$ cat config.mk
export PLATFORM = sky130hd
export DESIGN_NAME = crc16_ascii_trailer_gen_check
export DESIGN_NICKNAME = d
export VERILOG_FILES = /design/src/design/crc16at_pkg.sv /design/src/design/crc16_ascii_trailer_gen_check.sv /design/src/design/crc16at_in_reg.sv /design/src/design/crc16at_core.sv /design/src/design/crc16at_out_reg.sv
export SDC_FILE = /design/constraint.sdc
export NUM_CORES = 1
export LEC_CHECK = 0
export ABC_AREA = 1
export BUFFER_PORTS_ARGS = -buffer_cell sky130_fd_sc_hd__buf_2
export CORE_MARGIN = 1.5
export CORE_UTILIZATION = 55
export CTS_CLUSTER_SIZE = 25
export DETAILED_ROUTE_END_ITERATION = 8
export PLACE_DENSITY = 0.78
export SETUP_SLACK_MARGIN = 0.2
export SLEW_MARGIN = 20
export SYNTH_ARGS = -nofsm -noshare
export SYNTH_HDL_FRONTEND = slang
export SYNTH_SLANG_ARGS = --single-unit
$ cat constraint.sdc
create_clock -name clk -period 12.8 [get_ports clk]
set_input_delay 3.84 -clock clk [delete_from_list [all_inputs] [get_ports clk]]
set_output_delay 3.84 -clock clk [all_outputs]
set_load 0.01 [all_outputs]
$ cat src/design/crc16at_pkg.sv
// Shared types, constants and functions for the CRC-16 ASCII trailer generator/checker.
// Has no dependencies. Every design file imports it.
`timescale 1ns / 1ps

package crc16at_pkg;

  localparam logic [15:0] CRC_POLY = 16'h1021;
  localparam logic [15:0] CRC_INIT = 16'h0101;
  localparam logic [7:0]  LETTER_A = 8'h41;
  localparam logic [2:0]  WIN_FULL = 3'd4;

  typedef enum logic {
    MODE_GEN   = 1'b0,
    MODE_CHECK = 1'b1
  } mode_t;

  typedef struct packed {
    logic [7:0] data_byte;
    logic       last_byte;
  } in_item_t;

  typedef struct packed {
    logic [15:0] crc_value;
    logic [31:0] trailer_chars;
    logic        check_ok;
    logic        too_short;
  } out_item_t;

  // handshake between input register, core and result register
  typedef struct packed {
    logic fire;
    logic emit;
  } step_ctrl_t;

  // msb-first byte update, eight shift steps
  function automatic logic [15:0] crc_byte(input logic [15:0] crc_in, input logic [7:0] b);
    logic [15:0] c;
    c = crc_in ^ {b, 8'h00};
    for (int k = 0; k < 8; k++) begin
      if (c[15]) begin
        c = {c[14:0], 1'b0} ^ CRC_POLY;
      end else begin
        c = {c[14:0], 1'b0};
      end
    end
    return c;
  endfunction

  function automatic logic [7:0] nibble_letter(input logic [3:0] n);
    return {4'h0, n} + LETTER_A;
  endfunction

  // high letter keeps its low nibble, low letter wraps over all eight bits
  function automatic logic [7:0] letter_pair(input logic [7:0] hi, input logic [7:0] lo);
    logic [7:0] dh;
    logic [7:0] dl;
    dh = hi - LETTER_A;
    dl = lo - LETTER_A;
    return {dh[3:0], 4'h0} | dl;
  endfunction

endpackage

$ cat src/design/crc16_ascii_trailer_gen_check.sv
// Top level of the CRC-16 ASCII trailer generator/checker.
// Depends on crc16at_pkg, crc16at_in_reg, crc16at_core and crc16at_out_reg.
`timescale 1ns / 1ps

// Takes one message byte per clock and keeps a running msb-first CRC-16 (poly 0x1021,
// start value 0x0101). In generate mode the item flagged last yields the CRC and its
// four-letter trailer ('A' plus each nibble, high nibble first). In check mode the
// newest four bytes are held back as the received trailer and only older bytes enter
// the CRC; the last item yields the CRC, the received trailer, a match flag and a flag
// for messages of fewer than four bytes. The block sustains one item per cycle: each
// byte passes an input register, one byte-wide CRC update and a result register. Only
// a last byte can stall, and only while the result register still holds a result not
// yet taken. Writing cfg_wdata (0 generate, 1 check) with cfg_we re-arms the message
// state and must happen while no item is in flight.
module crc16_ascii_trailer_gen_check
  import crc16at_pkg::*;
(
  input  logic      clk,
  input  logic      rst_n,
  input  logic      cfg_we,
  input  logic      cfg_wdata,
  input  logic      in_valid,
  output logic      in_ready,
  input  in_item_t  in_data,
  output logic      out_valid,
  input  logic      out_ready,
  output out_item_t out_data
);

  logic       out_free;
  logic       s1_valid;
  in_item_t   s1_item;
  step_ctrl_t ctrl;
  out_item_t  result;

  assign ctrl.fire = s1_valid && (!s1_item.last_byte || out_free);
  assign ctrl.emit = s1_valid && s1_item.last_byte && out_free;

  crc16at_in_reg u_in_reg (
    .clk      (clk),
    .rst_n    (rst_n),
    .in_valid (in_valid),
    .in_ready (in_ready),
    .in_data  (in_data),
    .out_free (out_free),
    .s1_valid (s1_valid),
    .s1_item  (s1_item)
  );

  crc16at_core u_core (
    .clk       (clk),
    .rst_n     (rst_n),
    .cfg_we    (cfg_we),
    .cfg_wdata (cfg_wdata),
    .ctrl      (ctrl),
    .item      (s1_item),
    .result    (result)
  );

  crc16at_out_reg u_out_reg (
    .clk       (clk),
    .rst_n     (rst_n),
    .ctrl      (ctrl),
    .result    (result),
    .out_free  (out_free),
    .out_valid (out_valid),
    .out_ready (out_ready),
    .out_data  (out_data)
  );

  a_ready_when_empty: assert property (@(posedge clk) disable iff (!rst_n)
    !out_valid |-> in_ready)
    else $error("input stalled with an empty result register");

  a_pipe_moves: assert property (@(posedge clk) disable iff (!rst_n)
    (s1_valid && !s1_item.last_byte) |-> in_ready)
    else $error("non-final item blocked the input");

  a_emit_source: assert property (@(posedge clk) disable iff (!rst_n)
    ctrl.emit |-> ctrl.fire)
    else $error("result without a consumed item");

endmodule

$ cat src/design/crc16at_in_reg.sv
// Input register stage: one item per cycle unless stalled, held until the core takes it.
// Stalls while a held last byte waits for the result register. Depends on crc16at_pkg.
`timescale 1ns / 1ps

module crc16at_in_reg
  import crc16at_pkg::*;
(
  input  logic     clk,
  input  logic     rst_n,
  input  logic     in_valid,
  output logic     in_ready,
  input  in_item_t in_data,
  input  logic     out_free,
  output logic     s1_valid,
  output in_item_t s1_item
);

  logic     valid_r;
  logic     valid_nxt;
  in_item_t item_r;
  logic     move;
  logic     load;

  // an item that yields no result never needs the result register
  assign move     = valid_r && (!item_r.last_byte || out_free);
  assign in_ready = !valid_r || move;
  assign load     = in_valid && in_ready;

  always_comb begin
    valid_nxt = valid_r;
    if (load) begin
      valid_nxt = 1'b1;
    end else if (move) begin
      valid_nxt = 1'b0;
    end
  end

  always_ff @(posedge clk) begin
    if (!rst_n) begin
      valid_r <= 1'b0;
    end else begin
      valid_r <= valid_nxt;
    end
  end

  always_ff @(posedge clk) begin
    if (load) begin
      item_r <= in_data;
    end
  end

  assign s1_valid = valid_r;
  assign s1_item  = item_r;

endmodule

$ cat src/design/crc16at_core.sv
// Message state (mode, crc, trailer window, byte count) and the per-item result logic.
// Depends on crc16at_pkg.
`timescale 1ns / 1ps

module crc16at_core
  import crc16at_pkg::*;
(
  input  logic       clk,
  input  logic       rst_n,
  input  logic       cfg_we,
  input  logic       cfg_wdata,
  input  step_ctrl_t ctrl,
  input  in_item_t   item,
  output out_item_t  result
);

  mode_t       mode_r;
  logic [15:0] crc_r;
  logic [15:0] crc_nxt;
  logic [7:0]  win_r   [4];
  logic [7:0]  win_nxt [4];
  logic [2:0]  seen_r;
  logic [2:0]  seen_nxt;

  logic [15:0] crc_upd;
  logic [7:0]  win_sh  [4];
  logic [2:0]  seen_inc;
  logic        short_msg;
  logic [15:0] decoded;

  always_comb begin
    crc_upd   = crc_r;
    win_sh[0] = win_r[1];
    win_sh[1] = win_r[2];
    win_sh[2] = win_r[3];
    win_sh[3] = item.data_byte;
    seen_inc  = (seen_r < WIN_FULL) ? seen_r + 3'd1 : seen_r;
    short_msg = 1'b0;
    decoded   = {letter_pair(win_sh[0], win_sh[1]), letter_pair(win_sh[2], win_sh[3])};
    result    = '0;

    unique case (mode_r)
      MODE_GEN: begin
        crc_upd                = crc_byte(crc_r, item.data_byte);
        result.crc_value       = crc_upd;
        result.trailer_chars   = {nibble_letter(crc_upd[15:12]), nibble_letter(crc_upd[11:8]),
                                  nibble_letter(crc_upd[7:4]), nibble_letter(crc_upd[3:0])};
      end
      MODE_CHECK: begin
        // the oldest window byte leaves the trailer and joins the body
        if (seen_r >= WIN_FULL) begin
          crc_upd = crc_byte(crc_r, win_r[0]);
        end
        short_msg        = seen_inc < WIN_FULL;
        result.crc_value = crc_upd;
        result.too_short = short_msg;
        if (!short_msg) begin
          result.trailer_chars = {win_sh[0], win_sh[1], win_sh[2], win_sh[3]};
          result.check_ok      = decoded == crc_upd;
        end
      end
      default: ;
    endcase
  end

  always_comb begin
    crc_nxt  = crc_r;
    win_nxt  = win_r;
    seen_nxt = seen_r;
    priority if (cfg_we || (ctrl.fire && item.last_byte)) begin
      crc_nxt  = CRC_INIT;
      win_nxt  = '{default: 8'h00};
      seen_nxt = 3'd0;
    end else if (ctrl.fire) begin
      crc_nxt = crc_upd;
      if (mode_r == MODE_CHECK) begin
        win_nxt  = win_sh;
        seen_nxt = seen_inc;
      end
    end
  end

  always_ff @(posedge clk) begin
    if (!rst_n) begin
      mode_r <= MODE_GEN;
      crc_r  <= CRC_INIT;
      win_r  <= '{default: 8'h00};
      seen_r <= 3'd0;
    end else begin
      if (cfg_we) begin
        mode_r <= mode_t'(cfg_wdata);
      end
      crc_r  <= crc_nxt;
      win_r  <= win_nxt;
      seen_r <= seen_nxt;
    end
  end

  a_seen_sat: assert property (@(posedge clk) disable iff (!rst_n)
    seen_r <= WIN_FULL)
    else $error("byte count past saturation");

  a_gen_idle_window: assert property (@(posedge clk) disable iff (!rst_n)
    (mode_r == MODE_GEN) |-> (seen_r == 3'd0))
    else $error("window count moved in generate mode");

  a_rearm: assert property (@(posedge clk) disable iff (!rst_n)
    (ctrl.fire && item.last_byte) |=> (crc_r == CRC_INIT && seen_r == 3'd0))
    else $error("message state not re-armed after last byte");

  a_emit_last: assert property (@(posedge clk) disable iff (!rst_n)
    ctrl.emit |-> (ctrl.fire && item.last_byte))
    else $error("result emitted for a non-final byte");

endmodule

$ cat src/design/crc16at_out_reg.sv
// Result register: holds one finished result until the consumer takes it.
// Depends on crc16at_pkg.
`timescale 1ns / 1ps

module crc16at_out_reg
  import crc16at_pkg::*;
(
  input  logic       clk,
  input  logic       rst_n,
  input  step_ctrl_t ctrl,
  input  out_item_t  result,
  output logic       out_free,
  output logic       out_valid,
  input  logic       out_ready,
  output out_item_t  out_data
);

  logic      valid_r;
  logic      valid_nxt;
  out_item_t data_r;

  assign out_free = !valid_r || out_ready;

  always_comb begin
    valid_nxt = valid_r;
    if (ctrl.emit) begin
      valid_nxt = 1'b1;
    end else if (out_ready) begin
      valid_nxt = 1'b0;
    end
  end

  always_ff @(posedge clk) begin
    if (!rst_n) begin
      valid_r <= 1'b0;
    end else begin
      valid_r <= valid_nxt;
    end
  end

  always_ff @(posedge clk) begin
    if (ctrl.emit) begin
      data_r <= result;
    end
  end

  assign out_valid = valid_r;
  assign out_data  = data_r;

  a_no_overwrite: assert property (@(posedge clk) disable iff (!rst_n)
    ctrl.emit |-> out_free)
    else $error("result register overwritten before it was taken");

  a_emit_shows: assert property (@(posedge clk) disable iff (!rst_n)
    ctrl.emit |=> valid_r)
    else $error("emitted result not presented");

  a_hold: assert property (@(posedge clk) disable iff (!rst_n)
    (valid_r && !out_ready && !ctrl.emit) |=> (valid_r && $stable(data_r)))
    else $error("waiting result changed");

endmodule

==> metrics, run 1 <==
Mapped Area=5957 um^2; final-report setup violation count=0; RSZ-0062 raised after global routing=no; wire per inst=17.71 um; xor-xnor portion of the synthesized cell area=3.844%; outcome=finished clean; DR pass1 iterations=6; first-pass GRT wire length=about 27000 um; diode count=0; Core Box Area=10420 um^2; root buf cell=clkbuf_8; gr usage total=32.07%; synth-to-layout area growth=17.54%; crit path launch type=input port; Reg clk slew, reported paths=50 ps; Vias=5442; Clock Sinks=113; Syn Area/Cell=a little under 8 um^2; vias in the first global route=5003; count leader, synth=nand2_1; worst skew pair latency=540 ps; f_max=~120 MHz; switching part of the total=25.11%; Power Total=about 0.001 W; buffer count from post-CTS setup fixing=0; DRT iter0 DRCs=511; worst-path maximum fanout=4; final wirelength=17450 um; Port Buffers=66; Clock Path Buffers=2; # resized after CTS=0; compound-cell area share of the yosys netlist=14.79%; #FFs+latches synth=113; combinational fraction of design power=11.5%; CTS tree=yes; largest family of logic cells by synthesized area=simple AND/OR/NAND/NOR gates; gp weighted congestion=0.9643; Final Util=67.22%; Worst setup EP type=output port; chip height=approximately 110 um; Seq/Total Area, Yosys=47.89%; htree depth=4; share of cells above drive strength 1=between 10% and 20%; Worst Hold Class=reg2reg; nets=860; adder-cell share of the synthesized area=roughly 1.9%; Die Width=approximately 110 um; syn_nets=just under 800; routed vias/inst=5.525; Ys Warns=0; top_reg_cell synth=edfxtp_1; Lkg Pwr=3.087 nW; Critical Path RT=8960 ps; total internal power=0.0007525 W; WS Path Type=in2out; final std cells w/o fill=985; MaxCap Viol Count=0; worst-margin pin slew=924.1 ps; Congestion Overflow GR=0; # IOs=67; sw power=0.0002523 W; fin crit share=between 60% and 70%; Placed Cells=around 950; min cycle time layout=roughly 8300 ps; antenna violations before repair=0; Post-Syn Instances=771; Inserted Clock Buffers=17; largest cells by area after synthesis=edfxtp_1 (30%), dfxtp_1 (18%), nand2_1 (12%); most instantiated cells after synthesis=nand2_1 (195), inv_1 (105), o21ai_0 (82); fraction of registers with async set/reset=0%; top-area cell type share of the netlist area=slightly below 30%; clk_skew=roughly 14 ps; power per cell area=approximately 140 nW/um^2; Hold Fails Final Rpt=0; VDD IR max=0.0001002 V; Initial Utilization=57.19%; # rows=37; critical path arrival=4490 ps; largest net degree at the start of global routing=65; Post-CTS Hold Fix Bufs=0; die area=11460 um^2; hold slack=484.2 ps; post-synth top area cell=edfxtp_1; antenna viol nets, final=0; post-synthesis mux area share=0%; Cell variety after synth=37; Clock Power Share=48.1%; sequential power share=40.4%; DR DRC count=0; Fin Setup TNS=0 ps; max-slew violation count=0; DP HPWL=roughly 13000 um; Slew HR=between 30% and 40%; simple logic cell fraction of the synthesized area=a little under a quarter; Post-synth EDFFs=59
[final timing paths]
kind                                        from                endpoint  slack [ps]  depth (start not counted)
worst max-delay path                   out_ready                in_ready        4470                          4
worst min-delay path             u_core.win_r[7]        u_core.win_r[15]         480                          2
worst max register to register  u_core.seen_r[2]  u_out_reg.out_data[13]       10220                          5
worst min register to register   u_core.win_r[7]        u_core.win_r[15]         480                          2
[stage by stage]
stage | cell area [um^2] | setup WS [ps]
floorplan | 5957 | 4841
global placement | 6402 | 4545
detailed placement | 6402 | 4483
CTS | 7002 | 4486
global route | 7002 | 4443
finish | 7002 | 4474
[cell type report]
type	instances	area, um^2
fill	851	3415
sequential	113	2853
multi-input combinational	518	2576
clock buffer	20	435.4
inverter	114	427.9
timing repair buffer	72	375.4
tap	136	170.2
clock inverter	12	163.9
[registers in the layout, indices dropped and copies added (netlist names)]
register             flops
u_out_reg.out_data      50
u_core.win_r            32
u_core.crc_r            16
u_in_reg.s1_item         9
u_core.seen_r            3
u_core.mode_r            1
u_in_reg.s1_valid        1
u_out_reg.out_valid      1
[critical path: stages]
cell	delay [ps]
buf_2	110
nor2_2	220
nand3_1	150
buf_2	170
[power groups by stage]
stage          Clock [W]  Sequential, W  Combinational [W]
2_1_floorplan          0       0.000415          0.0000726
3_3_place_gp           0       0.000413           0.000112
3_5_place_dp           0       0.000413           0.000114
4_1_cts         0.000484       0.000406           0.000115
5_1_grt         0.000502       0.000407           0.000128
6_report        0.000483       0.000406           0.000116
[logic make-up after synthesis]
kind of cell	Yosys count
flip-flops	113
buffers and inverters	140
adder cells (fa/ha/maj)	9
AO/OA/AOI/OAI	167
XOR/XNOR	21
AND/OR/NAND/NOR	321
[per-layer routing]
layer | vias to the layer above | wire, um | global-route usage, %
met2 | 263 | 8165 | 51.68
met1 | 2486 | 7482 | 41.73
met5 | - | 0 | 0
li1 | 2661 | - | -
met3 | 32 | 1277 | 5.897
met4 | 0 | 523 | 15.05
[layout by cell type, fill, tap and decap left out, drive strengths merged, types with 4 or more instances in the layout]
| master | instances |
|---|---|
| clkbuf | 20 |
| nor3 | 4 |
| nand2 | 200 |
| inv | 113 |
| edfxtp | 59 |
| bufinv | 4 |
| a21oi | 60 |
| xnor2 | 5 |
| ha | 9 |
| nand3b | 4 |
| nand3 | 51 |
| xor2 | 16 |
| nor2 | 52 |
| clkinv | 7 |
| o21ai | 89 |
| dfxtp | 54 |
| nand4 | 9 |
| buf | 72 |
| o22ai | 8 |
Note: power is estimated with default switching activity, not from simulation.
==> inputs of run 2 (changes only) <==
--- a/config.mk
+++ b/config.mk
@@ -5,13 +5,13 @@
 export SDC_FILE = /design/constraint.sdc
 export NUM_CORES = 1
 export LEC_CHECK = 0
-export ABC_AREA = 1
+export ABC_AREA = 0
 export BUFFER_PORTS_ARGS = -buffer_cell sky130_fd_sc_hd__buf_2
 export CORE_MARGIN = 1.5
-export CORE_UTILIZATION = 55
+export CORE_UTILIZATION = 53
 export CTS_CLUSTER_SIZE = 25
 export DETAILED_ROUTE_END_ITERATION = 8
-export PLACE_DENSITY = 0.78
+export PLACE_DENSITY = 0.79
 export SETUP_SLACK_MARGIN = 0.2
 export SLEW_MARGIN = 20
 export SYNTH_ARGS = -nofsm -noshare
==> constraint.sdc (replaced) <==
create_clock -name clk -period 7.1 [get_ports clk]
set_input_delay 2.13 -clock clk [delete_from_list [all_inputs] [get_ports clk]]
set_output_delay 2.13 -clock clk [all_outputs]
set_load 0.01 [all_outputs]
==> metrics, run 2 <==
slowest stage delay, CP=340 ps (+120 ps); fin crit share=70.50%; top-area cell type share of the netlist area=31.57% (+1.8 points); synth-to-layout area growth=17.55% (about the same); Core Box Area=10280 um^2 (-1.3%); worst-path maximum fanout=5 (+1); critical path arrival=2880 ps (-1610 ps); CP Buf/Inv Count=2 (unchanged); compound-cell area share of the yosys netlist=10.57% (-4.2 points); Die Width=105.9 um (-1.1%); WS Path Type=in2out; R2R cell count=5 (unchanged); count leader, synth=nand2_1; Reg2Reg Setup Slack=4340 ps (-5880 ps); crit path launch type=input port; Congestion Overflow GR=0 (unchanged); CP delay by family, top=simple AND/OR/NAND/NOR gates; min cycle time layout=5006 ps; DR DRC count=0 (unchanged); gr usage total=25.58% (-6.5 points); DP HPWL=9339 um (-26%); Worst Hold Depth=2 (unchanged); diode count=0 (unchanged); area post-placement=5992 um^2 (-6.4%); VDD IR max=0.0002008 V (+100%); first-pass GRT wire length=21360 um (-20%); Ys Warns=0 (unchanged); cells along the critical path=buf_2, nor2b_1, nand3_1, buf_2; Reg clk slew, reported paths=50 ps (about the same); DR pass1 iterations=5 (-1); most frequent cells in the layout=nand2_1 (126), buf_2 (66), edfxtp_1 (59); largest net degree at the start of global routing=52 (-20%); Mapped Area=5612 um^2 (-5.8%); largest family of logic cells by synthesized area=simple AND/OR/NAND/NOR gates; routed vias/inst=5.529 (about the same); gp weighted congestion=0.9459 (-1.9%); Worst setup EP type=output port; wire per inst=17.20 um (-2.9%); Initial Utilization=54.60% (-2.6 points); Slew HR=42.28% (+4.3 points); Min-Delay Endpoint=u_core.win_r[5]; xor-xnor portion of the synthesized cell area=15.12% (+11 points); Post-Syn Instances=581 (-25%); Inserted Clock Buffers=17 (unchanged); htree depth=4 (unchanged); Final Util=64.18% (-3.0 points); DRT iter0 DRCs=247 (-52%); r2r startpoint=u_in_reg.s1_item[6]; RSZ-0062 raised after global routing=no; Worst path slowest cell=nor2b_1; # rows=37 (unchanged); max-slew violation count=0 (unchanged); Post-synth EDFFs=59 (unchanged); worst reg2reg endpoint=u_out_reg.out_data[27]; post-synth top area cell=edfxtp_1; Top cell by count, worst path=buf_2; Cell variety after synth=46 (+24%); clk_skew=10.35 ps (-3.569 ps); worst-margin pin slew=861.7 ps (-62.38 ps); die area=11210 um^2 (-2.2%); Syn Area/Cell=9.659 um^2 (+25%); nets=660 (-23%); power per cell area=268.9 nW/um^2 (+87%); root buf cell=clkbuf_8; adder-cell share of the synthesized area=2.007% (+0.12 points); fin area=6596 um^2 (-5.8%); Critical Path RT=4970 ps (-3990 ps); # IOs=67 (unchanged); share of cells above drive strength 1=17.57% (+2.7 points); # resized after CTS=0 (unchanged); most common cell after layout, fill and taps aside=nand2_1; fraction of registers with async set/reset=0% (unchanged); hold path start=u_core.win_r[5]; Vias=4340 (-20%); antenna violations before repair=0 (unchanged); Lkg Pwr=2.359 nW (-24%); Port Buffers=66 (unchanged); Clock Path Buffers=2 (unchanged); post-synthesis mux area share=2.007% (+2.0 points); top_reg_cell synth=edfxtp_1; simple logic cell fraction of the synthesized area=15.59% (-6.9 points); #FFs+latches synth=113 (unchanged); final wirelength=13500 um (-23%); final-report setup violation count=0 (unchanged); syn_nets=605 (-24%); CTS tree=yes; Clock Sinks=113 (unchanged); Seq/Total Area, Yosys=50.84% (+2.9 points); antenna viol nets, final=0 (unchanged); chip height=105.9 um (-1.1%); MaxCap Viol Count=0 (unchanged); Hold Fails Final Rpt=0 (unchanged); Fin Setup TNS=0 ps (unchanged); worst skew pair latency=530 ps (about the same); Post-CTS Hold Fix Bufs=0 (unchanged); most instantiated cells after synthesis=nand2_1 (127), edfxtp_1 (59), xnor2_1 (57); largest cells by area after synthesis=edfxtp_1 (32%), dfxtp_1 (19%), xnor2_1 (8.9%); max reg flops=50 (unchanged); Worst Hold Class=reg2reg; outcome=finished clean; vias in the first global route=4138 (-17%); buffer count from post-CTS setup fixing=0 (unchanged); f_max=199.8 MHz
run 2: cell types whose count changed in the layout (fill, tap and decap cells not counted), sizes merged, moves of 8 or more:
cell / delta
nor2: -18
xor2: +13
nand3: -46
and2: +8
o22ai: -8
inv: -97
xnor2: +56
o21ai: -62
nand2: -73
mux2i: +9
run 2: kinds of logic after synthesis:
kind of cell,Yosys count
compound gates,103
xor+xnor,91
fa+ha+maj,9
flops,113
mux,11
buf+inv,49
simple gates,205
run 2: worst max-delay path by stage:
stage	from	endpoint	slack (ps)	cells after the start
floorplan	out_ready	u_core.crc_r[10]	1770	6
global placement	out_ready	in_ready	2130	4
detailed placement	out_ready	in_ready	2090	4
CTS	out_ready	in_ready	2090	4
global route	out_ready	in_ready	2020	4
finish	out_ready	in_ready	2090	4
run 2: report_power, final:
part,switching [W],internal (W)
Sequential,0.0000171,0.000719
Combinational,0.000115,0.0000747
Clock,0.000311,0.000537
Total,0.000444,0.00133
run 2: final cells by class:
class	count	area (um^2)
Clock buffer	17	414.1
Clock inverter	15	185.2
Fill cell	832	3681
Inverter	14	52.55
Multi-Input combinational cell	419	2554
Sequential cell	113	2853
Tap cell	136	170.2
Timing Repair Buffer	71	367.9
run 2: worst register-to-register path, cell delays in order, from the launching register on:
cell,delay [ps]
edfxtp_1,500
xnor2_1,510
xnor2_1,350
xnor2_1,560
ha_1,340
a22o_1,250
run 2: through the flow:
step / worst slack (ps) / power, W / hold WS, ps / std cells
2_1_floorplan: 1766 / 0.0008790 / 440.5 / 581
3_3_place_gp: 2134 / 0.0009313 / 449.8 / 753
3_5_place_dp: 2094 / 0.0009354 / 462.3 / 753
4_1_cts: 2094 / 0.001777 / 470.6 / 785
5_1_grt: 2021 / 0.001831 / 493.1 / 785
6_report: 2094 / 0.001774 / 469.6 / 785
run 2: routing by layer:
layer / vias up / GRT usage (%) / part of all wire (%)
li1: 2076 / - / -
met2: 175 / 40.07 / 47
met4: 0 / 12.45 / 3.3
met5: - / 0 / 0
met1: 2052 / 33.04 / 42
met3: 37 / 6.683 / 6.8
